[config.mk]
export PLATFORM = sky130hd
export DESIGN_NAME = mtg_ofifo
export DESIGN_NICKNAME = d
export VERILOG_FILES = /design/src/rtl/core/mtg_pkg.sv /design/src/rtl/core/mtg_ofifo.sv
export SDC_FILE = /design/constraint.sdc
export NUM_CORES = 1
export LEC_CHECK = 0
export BUFFER_PORTS_ARGS = -buffer_cell sky130_fd_sc_hd__buf_2
export CORE_ASPECT_RATIO = 1.5
export CORE_MARGIN = 8
export CORE_UTILIZATION = 30
export DETAILED_ROUTE_END_ITERATION = 10
export PLACE_DENSITY = 0.59
export SETUP_SLACK_MARGIN = 0.05
export SYNTH_ARGS = -nofsm -noshare
export SYNTH_HDL_FRONTEND = slang
export SYNTH_SLANG_ARGS = --single-unit
[constraint.sdc]
create_clock -name i_clk -period 10.2 [get_ports i_clk]
set_input_delay 2.04 -clock i_clk [delete_from_list [all_inputs] [get_ports i_clk]]
set_output_delay 2.04 -clock i_clk [all_outputs]
set_load 0.005 [all_outputs]
[src/rtl/core/mtg_pkg.sv]
// ----------------------------------------------------------------------------
// mtg_pkg
// Types, constants and word functions shared by the generator core and
// its output queue.
// ----------------------------------------------------------------------------
package mtg_pkg;

    localparam int unsigned C_STATE_DEPTH  = 624;
    localparam int unsigned C_TWIST_OFFSET = 397;
    localparam int unsigned C_ADDR_W       = $clog2(C_STATE_DEPTH);
    localparam int unsigned C_INDEX_W      = 10;
    localparam int unsigned C_WORD_W       = 32;
    localparam int unsigned C_OUT_DEPTH    = 3;
    localparam int unsigned C_OUT_PTR_W    = $clog2(C_OUT_DEPTH);
    localparam int unsigned C_OUT_CNT_W    = $clog2(C_OUT_DEPTH + 1);

    typedef logic [C_ADDR_W-1:0]    t_addr;
    typedef logic [C_INDEX_W-1:0]   t_index;
    typedef logic [C_WORD_W-1:0]    t_word;
    typedef logic [C_OUT_PTR_W-1:0] t_out_ptr;
    typedef logic [C_OUT_CNT_W-1:0] t_out_cnt;

    typedef enum logic {
        ACT_LOAD = 1'b0,
        ACT_DRAW = 1'b1
    } t_action;

    localparam t_addr  C_LAST_ADDR  = t_addr'(C_STATE_DEPTH - 1);
    localparam t_addr  C_FAR_WRAP   = t_addr'(C_STATE_DEPTH - C_TWIST_OFFSET);
    localparam t_addr  C_FAR_ADD    = t_addr'(C_TWIST_OFFSET);
    localparam t_index C_INDEX_LIM  = t_index'(C_STATE_DEPTH);

    localparam t_word C_TWIST_MAGIC = 32'h9908_b0df;
    localparam t_word C_UPPER_MASK  = 32'h8000_0000;
    localparam t_word C_LOWER_MASK  = 32'h7fff_ffff;
    localparam t_word C_TEMPER_B    = 32'h9d2c_5680;
    localparam t_word C_TEMPER_C    = 32'hefc6_0000;
    localparam int unsigned C_TEMPER_U = 11;
    localparam int unsigned C_TEMPER_S = 7;
    localparam int unsigned C_TEMPER_T = 15;
    localparam int unsigned C_TEMPER_L = 18;

    function automatic t_word f_twist(input t_word cur, input t_word nxt, input t_word far);
        t_word y;
        y = (cur & C_UPPER_MASK) | (nxt & C_LOWER_MASK);
        return far ^ (y >> 1) ^ (y[0] ? C_TWIST_MAGIC : '0);
    endfunction

    function automatic t_word f_temper(input t_word w);
        t_word y;
        y = w;
        y = y ^ (y >> C_TEMPER_U);
        y = y ^ ((y << C_TEMPER_S) & C_TEMPER_B);
        y = y ^ ((y << C_TEMPER_T) & C_TEMPER_C);
        y = y ^ (y >> C_TEMPER_L);
        return y;
    endfunction

endpackage

[src/rtl/core/mtg_ofifo.sv]
// ----------------------------------------------------------------------------
// mtg_ofifo
// Small output queue that holds finished words until the receiver takes
// them, so the core keeps running while the output side stalls until it fills.
// ----------------------------------------------------------------------------
module mtg_ofifo (
    input  logic              i_clk,
    input  logic              i_rst_n,
    input  logic              i_push,
    input  mtg_pkg::t_word    i_data,
    input  logic              i_pop,
    output logic              o_valid,
    output mtg_pkg::t_word    o_data,
    output mtg_pkg::t_out_cnt o_count
);
    import mtg_pkg::*;

    t_word    r_mem [C_OUT_DEPTH];
    t_out_ptr r_wr_ptr, n_wr_ptr;
    t_out_ptr r_rd_ptr, n_rd_ptr;
    t_out_cnt r_count, n_count;
    logic     s_pop;

    function automatic t_out_ptr f_inc(input t_out_ptr p);
        return (p == t_out_ptr'(C_OUT_DEPTH - 1)) ? '0 : p + 1'b1;
    endfunction

    assign o_valid = (r_count != '0);
    assign o_data  = r_mem[r_rd_ptr];
    assign o_count = r_count;
    assign s_pop   = i_pop && o_valid;

    always_comb begin
        n_wr_ptr = i_push ? f_inc(r_wr_ptr) : r_wr_ptr;
        n_rd_ptr = s_pop  ? f_inc(r_rd_ptr) : r_rd_ptr;
        n_count  = r_count;
        if (i_push && !s_pop) begin
            n_count = r_count + 1'b1;
        end else if (!i_push && s_pop) begin
            n_count = r_count - 1'b1;
        end
    end

    always_ff @(posedge i_clk) begin
        if (i_push) begin
            r_mem[r_wr_ptr] <= i_data;
        end
    end

    always_ff @(posedge i_clk) begin
        if (!i_rst_n) begin
            r_wr_ptr <= '0;
            r_rd_ptr <= '0;
            r_count  <= '0;
        end else begin
            r_wr_ptr <= n_wr_ptr;
            r_rd_ptr <= n_rd_ptr;
            r_count  <= n_count;
        end
    end

endmodule

==> metrics, run 1 <==
max-cap violation count 0; Post-CTS Hold Fix Bufs 0; Root Buffer clkbuf_16; number of global-route vias before repair between 2k and 2.5k; worst-case clock buffer depth 2; Peak VDD IR 0.000160 V; Worst Skew 0.00608 ns; total die area 16,800 um2; worst hold path type reg2reg; Num CTS Buffers 9; synth top area cells edfxtp_1 75%, mux2i_1 8.3%, dfxtp_1 4.2%, o21ai_1 4.2%, nand2_1 3.5%; # rows 50; global-route wire length before repair ~11,000 um; GRT overflow 0; Netlist cell types 22; sequential area share after synthesis 78.9%; ratio of cells with drive above 1 in the final layout 29.5%; worst-path fanout max 32; clk slew on worst S/H paths 0.07 ns; Setup Buffers After CTS 0; Synth Instances 235; core area 12,500 um2; initial antenna violation count 0; Slew HR 26.6%; most common cell after layout, fill and taps aside edfxtp_1; Final period util 39.1%; final setup vio count 0; Port Buffers 70; PostCTS Resize Cnt 0; Sum Neg Setup Slack 0 ns; status completed; first-pass iteration count of the detailed router 4; largest net degree at the start of global routing 65; Num Clock Sinks 104; DP HPWL around 4700 um; GRT Overall Usage 8.93%; most frequent cells in the layout 96 x edfxtp_1, 70 x buf_2, 36 x nand2_1, 32 x mux2i_1, 32 x o21ai_1; Worst Hold Slack 0.474 ns; pwr/cell area 217 nW/um2; DR iter-0 viols between 50 and 60; static leakage 1.58 nW; CTS tree done; minimum clock period around 4 ns; Final ANT Viol Nets 0; GPL Wtd Cong ~0.64; CP endpoint kind output port; required time worst endpoint 8.16 ns; Worst EP arrival 1.95 ns; WL final 7120 um; Initial Util 30.8%; Via density ~4.4; Worst-Margin Slew 1.10 ns; DR DRC count 0; # IOs 71; Die H between 150 and 200 um; Netlist Area Pre-Place 3860 um2; RSZ-0062 raised after global routing false; Antenna diodes 0; WL per Instance 15.2 um; Critical Path Start Type flop; cell taking the most area after synthesis edfxtp_1; FMAX about 250 MHz; fin nets 344; die width 109 um; WS Path Type reg2out; H-tree Lvls 3; # fillers ~1.2k; flops & latches, synth between 100 and 150; Fin. Hold Viols 0; Worst-Skew Late Latency 0.33 ns; Layout area overhead 21.2%; Slew Limit Fails 0; Syn Area/Cell 16.4 um2; Vias 2,069; syn_nets 272; top cell type's share of synthesized area 74.8%; Ys Warns 0
==> critical path, cell delays in order (launching register included) <==
cell and delay (ns):
dfxtp_2 1.03, mux2i_1 0.27, o21ai_1 0.10, buf_2 0.19
==> per-stage QoR <==
stage / area, um2 / total power, W / utilization (%) / instances / setup slack [ns]
after floorplan: 3860 / 0.000624 / - / 235 / 5.27
after global placement: 4380 / 0.000695 / 35.0 / 452 / 6.51
after detailed placement: 4380 / 0.000700 / 35.0 / 452 / 6.49
after CTS: 4670 / 0.00103 / 37.4 / 468 / 6.11
after global routing: 4670 / 0.00107 / 37.4 / 468 / 5.97
final: 4670 / 0.00101 / 37.4 / 468 / 6.21
==> per-layer routing <==
layer  track usage, %  share of wire, %
met3             2.73               5.8
met4             4.91               2.1
met1             8.87                38
met5                0                 0
met2             16.0                54
==> state kept, by name, indices dropped and copies added (netlist names), named ones only <==
signal and count:
r_rd_ptr 2, o_count 2, r_wr_ptr 2, r_mem 96
==> power breakdown <==
group | switching [W] | internal, W | total, W | leakage (nW)
logic | 0.0000659 | 0.0000840 | 0.000150 | 0.495
registers | 0.0000397 | 0.000493 | 0.000532 | 0.954
clock network | 0.000140 | 0.000190 | 0.000330 | 0.132
total | 0.000246 | 0.000766 | 0.00101 | 1.58
==> cells in the mapped netlist (all sizes together) <==
cell type  count
edfxtp        96
or3            2
or3b           1
nor2b          2
xor2           1
nand2         36
and2           1
dfxtp          8
o21a           2
mux2i         32
o21ai         34
nor2           2
clkbuf         6
buf            5
nor3b          1
a21boi         3
ha             1
xnor2          1
or2            1
==> logic make-up after synthesis <==
kind of cell	after synthesis	share of synthesized area [%]
flops	104	78.9
simple gates	46	5.09
compound gates	39	5.48
mux	32	8.31
buf+inv	11	1.43
xor+xnor	2	0.454
fa+ha+maj	1	0.324
==> path summary, 6_finish.rpt <==
check,startpoint,end,slack [ns],cells past startpoint
worst max-delay path,flop,o_data[10],6.21,3
worst min-delay path,r_rd_ptr[0],flop,0.47,2
worst max register to register,r_wr_ptr[1],r_mem[2][15],8.45,2
worst min register to register,r_rd_ptr[0],flop,0.47,2
==> final cells by class <==
cell class              instances  area [um2]  share of cell area, %
clock buffers                  11         233                   4.98
well taps                     156         195                   4.18
multi-input cells             120         778                   16.6
flip-flops and latches        104        3050                   65.1
clock inverters                 5        57.6                   1.23
repair buffers                 72         365                   7.82
Note: power is estimated with default switching activity, not from simulation.
==> run 2, diff against run 1 <==
==> constraint.sdc (replaced) <==
create_clock -name i_clk -period 4.2 [get_ports i_clk]
set_input_delay 0.84 -clock i_clk [delete_from_list [all_inputs] [get_ports i_clk]]
set_output_delay 0.84 -clock i_clk [all_outputs]
set_load 0.005 [all_outputs]
==> metrics, run 2 (synthesis results as in run 1) <==
minimum clock period 2.80 ns; Slew HR 26.7% (+0.082 points); Critical Path Start Type flop; sw frac 23.4% (-0.90 points); first-pass iteration count of the detailed router 4 (unchanged); FF-to-FF path depth 2 (unchanged); Critical R2R Launch r_wr_ptr[1]; # fillers 1,233 (+0.081%); fin nets 344 (unchanged); Port Buffers 70 (unchanged); required time worst endpoint 3.36 ns (-4.80 ns); worst-path fanout max 32 (unchanged); Initial Util 30.8% (unchanged); Finished Core Util 37.6% (+0.25 points); worst hold path type reg2reg; largest net degree at the start of global routing 65 (unchanged); # rows 50 (unchanged); pwr/cell area 536 nW/um2 (+150%); max-cap violation count 0 (unchanged); Root Buffer clkbuf_16; Worst-Margin Slew 1.10 ns (-0.00123 ns); Setup Buffers After CTS 0 (unchanged); DP HPWL 4690 um (+0.36%); hold path startpoint r_rd_ptr[0]; PostCTS Resize Cnt 0 (unchanged); static leakage 1.61 nW (+1.6%); CP endpoint kind output port; largest reg by FF count r_mem; Via density 4.46 (+0.92%); Num CTS Buffers 9 (unchanged); ratio of cells with drive above 1 in the final layout 29.2% (-0.32 points); Vias 2,088 (+0.92%); worst slack, placed 1.69 ns (-4.80 ns); Fin. Hold Viols 0 (unchanged); Slew Limit Fails 0 (unchanged); critical path's slowest cell dfxtp_2; final setup vio count 0 (unchanged); GRT overflow 0 (unchanged); Reg2Reg Setup Slack 2.44 ns (-6.01 ns); Clock power frac 34.3% (+1.7 points); Antenna diodes 0 (unchanged); WL per Instance 15.3 um (+0.45%); WHS Path Cells 2 (unchanged); DR iter-0 viols 63 (+21%); core area 12,500 um2 (unchanged); Final period util 66.7%; global-route wire length before repair 11,400 um (-0.37%); worst-path cell chain mux2i_1 -> o21ai_1 -> buf_2; worst-case clock buffer depth 2 (unchanged); Layout area overhead 22.0%; WS Path Type reg2out; Die H 155 um (unchanged); Seq pwr share 51.3% (-1.3 points); die width 109 um (unchanged); initial antenna violation count 0 (unchanged); max FFs per register 96 (unchanged); Worst-Skew Late Latency 0.33 ns (about the same); WL final 7150 um (+0.45%); DR DRC count 0 (unchanged); Final ANT Viol Nets 0 (unchanged); most frequent cells in the layout 96 x edfxtp_1, 70 x buf_2, 36 x nand2_1, 32 x mux2i_1, 32 x o21ai_1; most common cell after layout, fill and taps aside edfxtp_1; Post-CTS Hold Fix Bufs 0 (unchanged); GRT Overall Usage 8.95% (+0.026 points); reg-to-reg critical path endpoint r_mem[2][15]; clk slew on worst S/H paths 0.06 ns (about the same); Worst EP arrival 1.96 ns (about the same); combinational share of power 14.5% (-0.3 points); # IOs 71 (unchanged); Max stage delay on crit path 1.04 ns (about the same); RSZ-0062 raised after global routing false; Num Clock Sinks 104 (unchanged); CTS tree done; GPL Wtd Cong 0.645 (unchanged); FMAX 357 MHz; Worst Hold Slack 0.472 ns (-0.00196 ns); Psw 0.000590 W (+140%); Worst Skew 0.00580 ns (-0.000283 ns); total die area 16,800 um2 (unchanged); H-tree Lvls 3 (unchanged); status completed; Internal Power 0.00193 W (+150%); number of global-route vias before repair 2,281 (-0.39%); Sum Neg Setup Slack 0 ns (unchanged); post-route setup slack 1.40 ns (-4.81 ns); Peak VDD IR 0.000415 V (+160%)
-- run 2: critical path: cells and delay by family (launching register included) --
| family | cells | cell delay (ns) |
|---|---|---|
| AOI/OAI and AO/OA | 1 | 0.10 |
| buffers and inverters | 1 | 0.18 |
| DFF | 1 | 1.04 |
| muxes | 1 | 0.27 |
-- run 2: power by group through the flow --
stage | Combinational (W) | Clock (W) | Sequential, W
CTS | 0.000379 | 0.000887 | 0.00130
finish | 0.000365 | 0.000865 | 0.00129
global placement | 0.000371 | 0 | 0.00132
detailed placement | 0.000378 | 0 | 0.00132
floorplan | 0.000272 | 0 | 0.00124
global route | 0.000410 | 0.000933 | 0.00131
-- run 2: layout make-up --
| cell class | count | area (um2) | share of cell area (%) |
|---|---|---|---|
| Clock buffer | 14 | 287 | 6.09 |
| Clock inverter | 2 | 35.0 | 0.744 |
| Multi-Input combinational cell | 120 | 778 | 16.5 |
| Sequential cell | 104 | 3050 | 64.7 |
| Tap cell | 156 | 195 | 4.15 |
| Timing Repair Buffer | 72 | 365 | 7.76 |
-- run 2: layer usage --
metal | vias to the layer above | GRT usage, % | part of all wire (%)
met5 | - | 0 | 0
met4 | 0 | 4.52 | 2.0
met3 | 12 | 2.56 | 4.3
met2 | 49 | 16.2 | 54
met1 | 1006 | 9.02 | 39
li1 | 1021 | - | -
-- run 2: through the flow --
step	power, W	area [um2]	std cells
2_1_floorplan	0.00151	3860	235
3_3_place_gp	0.00169	4380	452
3_5_place_dp	0.00170	4380	452
4_1_cts	0.00257	4710	468
5_1_grt	0.00265	4710	468
6_report	0.00252	4710	468
-- run 2: worst max-delay path by stage --
stage | startpoint | to | slack (ns)
3_3_place_gp | flop | o_data[8] | 1.71
4_1_cts | flop | o_data[10] | 1.31
5_1_grt | flop | o_data[24] | 1.17
3_5_place_dp | flop | o_data[10] | 1.69
2_1_floorplan | i_push | r_mem[0][0] | 0.47
6_report | flop | o_data[15] | 1.40
